===== config.mk =====
export PLATFORM = sky130hd
export DESIGN_NAME = sorted_sequence_merger_unit
export DESIGN_NICKNAME = d
export VERILOG_FILES = /design/src/rtl/ssm_pkg.sv /design/src/rtl/ssm_buffer.sv /design/src/rtl/ssm_cmp.sv /design/src/rtl/sorted_sequence_merger_unit.sv
export SDC_FILE = /design/constraint.sdc
export NUM_CORES = 2
export LEC_CHECK = 0
export CAP_MARGIN = 15
export CORE_ASPECT_RATIO = 1.2
export CORE_MARGIN = 4
export CORE_UTILIZATION = 55
export DETAILED_ROUTE_END_ITERATION = 6
export DONT_BUFFER_PORTS = 1
export HOLD_SLACK_MARGIN = 0.02
export PLACE_DENSITY = 0.7
export SLEW_MARGIN = 20
export SYNTH_ARGS = -nofsm -noshare
export SYNTH_HDL_FRONTEND = slang
export SYNTH_SLANG_ARGS = --single-unit
export TNS_END_PERCENT = 30

===== constraint.sdc =====
create_clock -name clk -period 5.4 [get_ports clk]
set_input_delay 0.27 -clock clk [delete_from_list [all_inputs] [get_ports clk]]
set_output_delay 0.27 -clock clk [all_outputs]
set_load 0.05 [all_outputs]

===== src/rtl/ssm_pkg.sv =====
// ----------------------------------------------------------------------------
// ssm_pkg: shared definitions for the sorted sequence merger
// Widths, operation codes, sequencer states and the head status struct.
// ----------------------------------------------------------------------------
package ssm_pkg;

  localparam int DEPTH  = 32;
  localparam int DATA_W = 32;
  localparam int OP_W   = 2;
  localparam int CNT_W  = $clog2(DEPTH + 1);
  localparam int ADDR_W = (DEPTH > 1) ? $clog2(DEPTH) : 1;

  localparam logic [OP_W-1:0] OP_APPEND_FIRST  = 2'd0;
  localparam logic [OP_W-1:0] OP_APPEND_SECOND = 2'd1;
  localparam logic [OP_W-1:0] OP_MERGE         = 2'd2;

  typedef enum logic [1:0] {
    S_IDLE,
    S_READ,
    S_EMIT,
    S_HOLD
  } state_t;

  // Which of the two sequences still has entries left to emit.
  typedef struct packed {
    logic first;
    logic second;
  } avail_t;

endpackage


===== src/rtl/ssm_buffer.sv =====
// ----------------------------------------------------------------------------
// ssm_buffer: storage for one sequence
// One write port and one read port with registered read data.
// ----------------------------------------------------------------------------
module ssm_buffer (
  input  logic                                clk,
  input  logic                                we,
  input  logic        [ssm_pkg::ADDR_W-1:0]   waddr,
  input  logic signed [ssm_pkg::DATA_W-1:0]   wdata,
  input  logic        [ssm_pkg::ADDR_W-1:0]   raddr,
  output logic signed [ssm_pkg::DATA_W-1:0]   rdata
);
  import ssm_pkg::*;

  logic signed [DATA_W-1:0] mem [DEPTH];

  always_ff @(posedge clk) begin
    if (we) begin
      mem[waddr] <= wdata;
    end
  end

  always_ff @(posedge clk) begin
    rdata <= mem[raddr];
  end

endmodule


===== src/rtl/ssm_cmp.sv =====
// ----------------------------------------------------------------------------
// ssm_cmp: head selection unit
// Signed compare of the two heads, falling back to whichever side remains.
// ----------------------------------------------------------------------------
module ssm_cmp (
  input  logic signed [ssm_pkg::DATA_W-1:0] head_first,
  input  logic signed [ssm_pkg::DATA_W-1:0] head_second,
  input  ssm_pkg::avail_t                   avail,
  output logic                              take_first
);
  import ssm_pkg::*;

  // Equal heads favor the first sequence.
  always_comb begin
    if (avail.first && avail.second) begin
      take_first = (head_first <= head_second);
    end else begin
      take_first = avail.first;
    end
  end

endmodule


===== src/rtl/sorted_sequence_merger_unit.sv =====
// ----------------------------------------------------------------------------
// sorted_sequence_merger_unit: two-way merge of two sorted sequences
// Append beats store a value unless full; a merge beat emits all stored values.
// ----------------------------------------------------------------------------
// An append beat is written into its buffer when accepted, unless it is full.
// A merge shows its first result after the buffer read state S_READ and the
// select state S_EMIT. Each result is then held in S_HOLD until it is taken,
// while the next head is read; input is not ready during a merge.
// Reset clears both fill counts, the overflow flag and the sequencer; the
// buffer contents are left as they are and are never emitted past the counts.
module sorted_sequence_merger_unit (
  input  logic                              clk,
  input  logic                              rst,
  input  logic                              in_valid,
  output logic                              in_ready,
  input  logic        [ssm_pkg::OP_W-1:0]   op,
  input  logic signed [ssm_pkg::DATA_W-1:0] value,
  output logic                              out_valid,
  input  logic                              out_ready,
  output logic signed [ssm_pkg::DATA_W-1:0] value_res,
  output logic                              source,
  output logic                              last,
  output logic                              overflowed
);
  import ssm_pkg::*;

  state_t state, state_next;

  logic [CNT_W-1:0] cnt_first, cnt_second;
  logic [CNT_W-1:0] idx_first, idx_second;
  logic             ovf;

  logic signed [DATA_W-1:0] rd_first, rd_second;
  logic                     we_first, we_second;
  logic                     full_first, full_second;
  logic                     in_beat, out_beat;
  logic                     merge_start, merge_empty;
  logic                     load_out;
  logic                     take_first;
  logic                     last_calc;
  avail_t                   avail;

  assign in_beat     = in_valid && in_ready;
  assign out_beat    = out_valid && out_ready;
  assign full_first  = (cnt_first == CNT_W'(DEPTH));
  assign full_second = (cnt_second == CNT_W'(DEPTH));
  assign merge_empty = (cnt_first == '0) && (cnt_second == '0);

  assign avail.first  = (idx_first != cnt_first);
  assign avail.second = (idx_second != cnt_second);

  // The buffers are always read at the current merge indices, so the head
  // data is ready in the cycle after an index moves.
  ssm_buffer u_buf_first (
    .clk   (clk),
    .we    (we_first),
    .waddr (cnt_first[ADDR_W-1:0]),
    .wdata (value),
    .raddr (idx_first[ADDR_W-1:0]),
    .rdata (rd_first)
  );

  ssm_buffer u_buf_second (
    .clk   (clk),
    .we    (we_second),
    .waddr (cnt_second[ADDR_W-1:0]),
    .wdata (value),
    .raddr (idx_second[ADDR_W-1:0]),
    .rdata (rd_second)
  );

  ssm_cmp u_cmp (
    .head_first  (rd_first),
    .head_second (rd_second),
    .avail       (avail),
    .take_first  (take_first)
  );

  // The result being selected is the final one when, after advancing the
  // chosen side, both indices sit at their counts.
  always_comb begin
    if (take_first) begin
      last_calc = (idx_first + CNT_W'(1) == cnt_first) && (idx_second == cnt_second);
    end else begin
      last_calc = (idx_first == cnt_first) && (idx_second + CNT_W'(1) == cnt_second);
    end
  end

  // Next state.
  always_comb begin
    state_next = state;
    unique case (state)
      S_IDLE: begin
        if (in_valid && op == OP_MERGE && !merge_empty) begin
          state_next = S_READ;
        end
      end
      S_READ: begin
        state_next = S_EMIT;
      end
      S_EMIT: begin
        state_next = S_HOLD;
      end
      S_HOLD: begin
        if (out_ready) begin
          state_next = last ? S_IDLE : S_EMIT;
        end
      end
      default: begin
        state_next = S_IDLE;
      end
    endcase
  end

  // Sequencer outputs.
  always_comb begin
    in_ready    = 1'b0;
    load_out    = 1'b0;
    merge_start = 1'b0;
    we_first    = 1'b0;
    we_second   = 1'b0;
    unique case (state)
      S_IDLE: begin
        in_ready    = 1'b1;
        merge_start = in_valid && op == OP_MERGE && !merge_empty;
        we_first    = in_valid && op == OP_APPEND_FIRST && !full_first;
        we_second   = in_valid && op == OP_APPEND_SECOND && !full_second;
      end
      S_READ: begin
      end
      S_EMIT: begin
        load_out = 1'b1;
      end
      S_HOLD: begin
      end
      default: begin
      end
    endcase
  end

  always_ff @(posedge clk) begin
    if (rst) begin
      state <= S_IDLE;
    end else begin
      state <= state_next;
    end
  end

  // Fill counts, overflow flag and output valid.
  always_ff @(posedge clk) begin
    if (rst) begin
      cnt_first  <= '0;
      cnt_second <= '0;
      ovf        <= 1'b0;
      out_valid  <= 1'b0;
    end else begin
      if (in_beat) begin
        if (op == OP_APPEND_FIRST) begin
          if (full_first) begin
            ovf <= 1'b1;
          end else begin
            cnt_first <= cnt_first + CNT_W'(1);
          end
        end else if (op == OP_APPEND_SECOND) begin
          if (full_second) begin
            ovf <= 1'b1;
          end else begin
            cnt_second <= cnt_second + CNT_W'(1);
          end
        end else if (op == OP_MERGE && merge_empty) begin
          ovf <= 1'b0;
        end
      end
      if (load_out) begin
        out_valid <= 1'b1;
      end else if (out_beat) begin
        out_valid <= 1'b0;
        if (last) begin
          cnt_first  <= '0;
          cnt_second <= '0;
          ovf        <= 1'b0;
        end
      end
    end
  end

  // Merge indices and the output beat register.
  always_ff @(posedge clk) begin
    if (merge_start) begin
      idx_first  <= '0;
      idx_second <= '0;
    end else if (load_out) begin
      if (take_first) begin
        idx_first <= idx_first + CNT_W'(1);
      end else begin
        idx_second <= idx_second + CNT_W'(1);
      end
    end
    if (load_out) begin
      value_res  <= take_first ? rd_first : rd_second;
      source     <= !take_first;
      last       <= last_calc;
      overflowed <= ovf;
    end
  end

endmodule

Word level (Yosys, flattened, before mapping)
Memories as Yosys holds them, arrays and structs flattened. A register that Yosys moved wholly into a read port is not among the register bits.
Cells that the tools add are included.

word-level totals
  bits in registers = 63
  memory bits (writable) = 2048
  bits of input ports = 38
  output and inout bits = 37
  logic and storage cells = 99
  memories = 2

memory list
  name              words  width  rd ports  clocked after Yosys merged registers in  write ports  RTL line          text
  u_buf_first.mem   32     32     1         1                                        1            ssm_buffer.sv:15  logic signed [DATA_W-1:0] mem [DEPTH];
  u_buf_second.mem  32     32     1         1                                        1            ssm_buffer.sv:15

cells by class
  add/subtract/negate cells = 4
  order comparisons = 1
  equality and inequality tests = 15
  mux-type cells = 40
  bitwise operators = 1
  reductions and logical operators = 25

operators with widths
  kind                 count
  $mux 6               13
  $le 32x32->1         1
  $mux 32              1
  $add 6x1->6 const B  4
  $eq 6x6->1           4
  $mux 1               22
  $logic_and 1x1->1    13
  $eq 6x6->1 const B   2
  $logic_not 6->1      2
  $ne 6x6->1           2
  $pmux 2 s4           1
  $eq 2x2->1 const B   3
  $mux 2               3
  $reduce_and 2->1     3
  $eq 2x1->1 const B   2
  $logic_not 1->1      4
  $logic_not 2->1      2
  $ne 2x2->1 const B   2
  $reduce_bool 2->1    1
  $not 1->1            1

Longest topological paths before layout
  word-level depth = 10
  depth in mapped cells = 12
  mapped depth without buffers = 11

Cells and area by module
Synthesis repeated with hierarchy kept, for this count alone.

second synthesis, totals
  cells, all modules = 4906
  area total of the unflattened synthesis = 84927.7 µm²

by module, submodules not included
  module                       instances  cells each  area an instance (µm²)  seq. area each (µm²)
  ssm_buffer at u_buf_first    1          2260        40491.3                 31390.1
  ssm_buffer at u_buf_second   1          2260        40485.1                 31390.1
  sorted_sequence_merger_unit  1          268         3089.2                  1611.5
  ssm_cmp                      1          118         862.1                   0.0

Worst setup path after synthesis
OpenSTA, ideal clock, no wires.

  path type = flip-flop to flip-flop
  start = reg state[1]
  end = mem u_buf_first.mem[16][0], enable pin
  setup time = 461 ps
  arrival time = 3365 ps
  data required time = 4939 ps
  slack = 1574 ps
  stages on the path, launching flop included = 5
  buffers on the path = 1
  clock period less this slack = 3826 ps
  cells stage by stage = dfxtp_1 nor4b_1 nand2b_1 clkbuf_1 nor3_1

on the way
  cells in the longest elaborated chain, start to end = 4

ends and longest elaborated chain
  what                          RTL line                            text
  start, declared               sorted_sequence_merger_unit.sv:27   state_t state, state_next;
  start signal, assigned        sorted_sequence_merger_unit.sv:145  state <= state_next;
  $logic_not 2->1               sorted_sequence_merger_unit.sv:122  unique case (state)
  $mux 1                        sorted_sequence_merger_unit.sv:122
  $mux 1                        ssm_buffer.sv:18                    if (we) begin
  $mux 1 (implied by the code)  ssm_buffer.sv:19                    mem[waddr] <= wdata;
  end, declared                 ssm_buffer.sv:15

Every way passes these cells.

Worst setup path after layout
  start = reg u_buf_second.rdata[31] (netlist bit), read port of u_buf_second.mem
  end = reg value_res[11] (netlist bit) (data pin)

on the way
  cells in the longest elaborated chain, start to end = 3

ends and longest elaborated chain
  what                  RTL line                            text
  start, declared       ssm_buffer.sv:11                    output logic signed [ssm_pkg::DATA_W-1:0] rdata
  $le 32x32->1          ssm_cmp.sv:16                       take_first = (head_first <= head_second);
  $mux 1                ssm_cmp.sv:15                       if (avail.first && avail.second) begin
  $mux 32               sorted_sequence_merger_unit.sv:200  value_res <= take_first ? rd_first : rd_second;
  end signal, assigned  sorted_sequence_merger_unit.sv:200
  end, declared         sorted_sequence_merger_unit.sv:20   output logic signed [ssm_pkg::DATA_W-1:0] value_res,

Every way passes these cells.
A chain may end at the register's enable or synchronous reset.

==> summary.md <==
* **status** finished clean
* **number of detailed-routing iterations run before antenna repair** 5
* **biggest fanout along the worst timing path** 35
* **clock transition at the register clock pins on the worst setup and hold paths after CTS** 60 ps
* **First DRT Iteration DRCs** 4741
* **arrival time at the worst endpoint** 4340 ps
* **Tightest Pin Transition** 1100 ps
* **final instance count without filler cells** 5821
* **Clock Latency Late Sink** 810 ps
* **highest clock rate** 263.4 MHz
* **nets@finish** 3764
* **peak supply drop** 0.0005698 V
* **Worst Path Class, Setup** reg -> reg
* **dpl hpwl** 112100 um
* **number of storage elements in the synthesis netlist** 2175
* **Final Max Slew Viols** 0
* **syn_area_per_cell** 23.77 um2
* **Port Buffer Count** 0
* **core occupancy in the finished layout** 62.66%
* **vias** 37650
* **count of clock tree sinks** 2175
* **final non-filler cell area** 0.09357 mm2
* **worst reg-to-reg setup slack** 1600 ps
* **headroom to the max-slew limit** 26.69%
* **post-cts gate resize count** 0
* **Setup-failing EPs final** 0
* **gate count of the mapped netlist** 3490
* **IO Count** 75
* **CORE AREA** 0.1493 mm2
* **worst endpoint required time** 5950 ps
* **TritonCTS clock tree** built
* **clock buffer count from CTS** 197
* **leakage** 28.82 nW
* **post-synthesis to final-layout area growth** 12.80%
* **number of buffers between clock root and the deepest sink** 3
* **Power per Cell Area** 477.5 mW/mm2
* **total wirelength of the detailed-routed design** 192700 um
* **count of synthesis-stage warnings from yosys** 0
* **startpoint class of the critical path** register
* **antenna violations before repair** 7
* **register area share after synthesis** 77.63%
* **DRC** 0
* **Initial Utilization** 55.55%
* **endpoints failing hold** 0
* **proportion of layout cells with a drive suffix above 1** 30.84%
* **setup total negative slack** 0 ps
* **wire length per cell** 33.11 um
* **Root Driver** sky130_fd_sc_hd__clkbuf_16
* **drt via density** 6.468
* **share of async-settable or async-resettable flops after synthesis** 0%
* **Max Clock Skew** 20.29 ps
* **number of max-capacitance violations reported** 0
* **Post-Place Cell Area** 0.08589 mm2
* **Final Power** 44.68 mW
* **Die Outline Area** 0.1571 mm2
* **aggregate global-route resource usage** 25.07%
* **global-route wire length before repair** 279600 um
* **Site Rows** 155
* **number of levels in the clock H-tree** 4
* **smallest hold slack** 111.9 ps
* **worst hold path type** in -> reg
* **x dimension of the die** 362.5 um
* **worst setup slack after layout** 1603 ps
* **Post-Syn Nets** 3570
* **worst slack at placement** 1667 ps
* **height of the die** 433.4 um
* **share of the clock period used by the worst path after layout** 70.31%
* **total standard cell area after synthesis** 0.08295 mm2
* **global placer's final weighted congestion** 0.8386
* **buffers inserted by post-CTS timing repair** 0
* **setup repair after global routing missed its margin** no
* **minimum clock period** 3797 ps
* **capturing element type of the critical path** register
* **Filler Cell Count** 9805
* **Most used DFF post-synth** sky130_fd_sc_hd__edfxtp_1
* **number of distinct library cell variants in the gate-level netlist after synthesis** 56
* **number of antenna-violating nets in the routed design** 0
* **number of synthesized flops with an enable pin** 2083
* **total global routing overflow** 0
* **number of cells after detailed placement** 5374
* **maximum number of pins on one net before global-route repair** 144
* **number of global-route vias before repair** 37550
## metal layers
metal	GRT usage [%]	share of wire [%]
met1	36.47	39
met2	39.84	49
met3	4.484	8.3
met4	7.417	2.9
met5	0	0.0067
## layout by cell type, fill, tap and decap left out, types with 3 or more instances in the layout
| cell type | n |
|---|---|
| sky130_fd_sc_hd__dfxtp_4 | 8 |
| sky130_fd_sc_hd__diode_2 | 7 |
| sky130_fd_sc_hd__xnor2_1 | 17 |
| sky130_fd_sc_hd__nand4_1 | 12 |
| sky130_fd_sc_hd__nor3_1 | 12 |
| sky130_fd_sc_hd__nand2b_1 | 4 |
| sky130_fd_sc_hd__inv_16 | 3 |
| sky130_fd_sc_hd__a21oi_1 | 21 |
| sky130_fd_sc_hd__nand2_1 | 62 |
| sky130_fd_sc_hd__buf_12 | 8 |
| sky130_fd_sc_hd__clkbuf_1 | 45 |
| sky130_fd_sc_hd__nor2_4 | 62 |
| sky130_fd_sc_hd__mux2_2 | 65 |
| sky130_fd_sc_hd__mux2i_1 | 10 |
| sky130_fd_sc_hd__clkinv_1 | 51 |
| sky130_fd_sc_hd__nor4_1 | 4 |
| sky130_fd_sc_hd__clkbuf_8 | 6 |
| sky130_fd_sc_hd__xor2_1 | 9 |
| sky130_fd_sc_hd__inv_1 | 44 |
| sky130_fd_sc_hd__or3_1 | 6 |
| sky130_fd_sc_hd__buf_16 | 33 |
| sky130_fd_sc_hd__buf_4 | 88 |
| sky130_fd_sc_hd__mux4_2 | 640 |
| sky130_fd_sc_hd__edfxtp_1 | 2083 |
| sky130_fd_sc_hd__ha_1 | 42 |
| sky130_fd_sc_hd__nor2_2 | 3 |
| sky130_fd_sc_hd__nand3_1 | 21 |
| sky130_fd_sc_hd__dlygate4sd3_1 | 40 |
| sky130_fd_sc_hd__clkinv_2 | 33 |
| sky130_fd_sc_hd__o21ai_0 | 39 |
| sky130_fd_sc_hd__nor2_1 | 22 |
| sky130_fd_sc_hd__clkbuf_16 | 201 |
| sky130_fd_sc_hd__nand3b_1 | 6 |
| sky130_fd_sc_hd__inv_6 | 7 |
| sky130_fd_sc_hd__bufinv_16 | 19 |
| sky130_fd_sc_hd__dfxtp_1 | 82 |
## cells in the mapped netlist, types with 3 or more instances
| cell type | n | share of area [%] |
|---|---|---|
| sky130_fd_sc_hd__nand3b_1 | 6 | 0.054 |
| sky130_fd_sc_hd__inv_1 | 44 | 0.20 |
| sky130_fd_sc_hd__nor4_1 | 4 | 0.030 |
| sky130_fd_sc_hd__mux2_2 | 65 | 0.88 |
| sky130_fd_sc_hd__ha_1 | 42 | 0.63 |
| sky130_fd_sc_hd__mux2i_1 | 10 | 0.12 |
| sky130_fd_sc_hd__buf_4 | 33 | 0.30 |
| sky130_fd_sc_hd__nand4_1 | 12 | 0.091 |
| sky130_fd_sc_hd__nand2b_1 | 4 | 0.030 |
| sky130_fd_sc_hd__a21oi_1 | 21 | 0.13 |
| sky130_fd_sc_hd__nand2_1 | 62 | 0.28 |
| sky130_fd_sc_hd__nand3_1 | 21 | 0.13 |
| sky130_fd_sc_hd__o21ai_0 | 39 | 0.24 |
| sky130_fd_sc_hd__or3_1 | 6 | 0.045 |
| sky130_fd_sc_hd__mux4_2 | 640 | 17 |
| sky130_fd_sc_hd__xnor2_1 | 17 | 0.18 |
| sky130_fd_sc_hd__nor2_1 | 85 | 0.38 |
| sky130_fd_sc_hd__xor2_1 | 9 | 0.095 |
| sky130_fd_sc_hd__clkbuf_1 | 70 | 0.32 |
| sky130_fd_sc_hd__buf_6 | 3 | 0.041 |
| sky130_fd_sc_hd__dfxtp_1 | 92 | 2.2 |
| sky130_fd_sc_hd__nor3_1 | 14 | 0.084 |
| sky130_fd_sc_hd__edfxtp_1 | 2083 | 75 |
| sky130_fd_sc_hd__buf_1 | 32 | 0.14 |
| sky130_fd_sc_hd__buf_2 | 36 | 0.22 |
## critical path, stage by stage, from the launching register on
cell and delay, ps:
sky130_fd_sc_hd__dfxtp_1 310, sky130_fd_sc_hd__inv_1 50, sky130_fd_sc_hd__ha_1 370, sky130_fd_sc_hd__nand4_1 190, sky130_fd_sc_hd__nor4_1 750, sky130_fd_sc_hd__a21boi_1 290
sky130_fd_sc_hd__nor3b_1 240, sky130_fd_sc_hd__nor3_4 590, sky130_fd_sc_hd__buf_4 310, sky130_fd_sc_hd__buf_4 310, sky130_fd_sc_hd__o21ai_0 120
## worst paths after layout
path | end | startpoint | depth (start not counted)
max | value_res[11] | u_buf_second.rdata[31] | 10
min | cnt_second[5] | rst | 2
max reg2reg | value_res[11] | u_buf_second.rdata[31] | 10
min reg2reg | idx_first[5] | idx_first[5] | 1
## flip-flops by register name, indices dropped and copies added, names as in the netlist, 2 cells and up
| signal | count |
|---|---|
| cnt_first | 6 |
| u_buf_second.rdata | 32 |
| u_buf_first.mem | 1024 |
| state | 2 |
| u_buf_first.rdata | 32 |
| cnt_second | 6 |
| idx_first | 6 |
| idx_second | 6 |
| value_res | 32 |
| u_buf_second.mem | 1024 |
## area by class of cell
cell class	count	area (um2)	area share (%)
diodes	7	17.52	0.01872
clock buffers	252	5281	5.644
clock inverters	115	1064	1.137
inverters	46	172.7	0.1845
multi-input cells	1095	18020	19.26
flip-flops and latches	2175	64420	68.85
well taps	1962	2455	2.624
repair buffers	169	2130	2.276
## report_power, final
group,internal [mW],switching [mW]
Combinational,5.41,5.76
Clock,7.81,5.98
Sequential,19.0,0.727
## repair_timing
item | in CTS | in global routing
endpoints found under the hold margin | 2058 | 0
hold buffers | 72 | 0
endpoints found under the setup margin | 0 | 0
## logic make-up after synthesis
kind of cell	synth area share (%)
flip-flops	77.63
multiplexers	18.40
AND/OR/NAND/NOR	1.261
buffers and inverters	1.226
AO/OA/AOI/OAI	0.5642
adder cells (fa/ha/maj)	0.6456
XOR/XNOR	0.2745
Power figures use the tool's default switching activity.
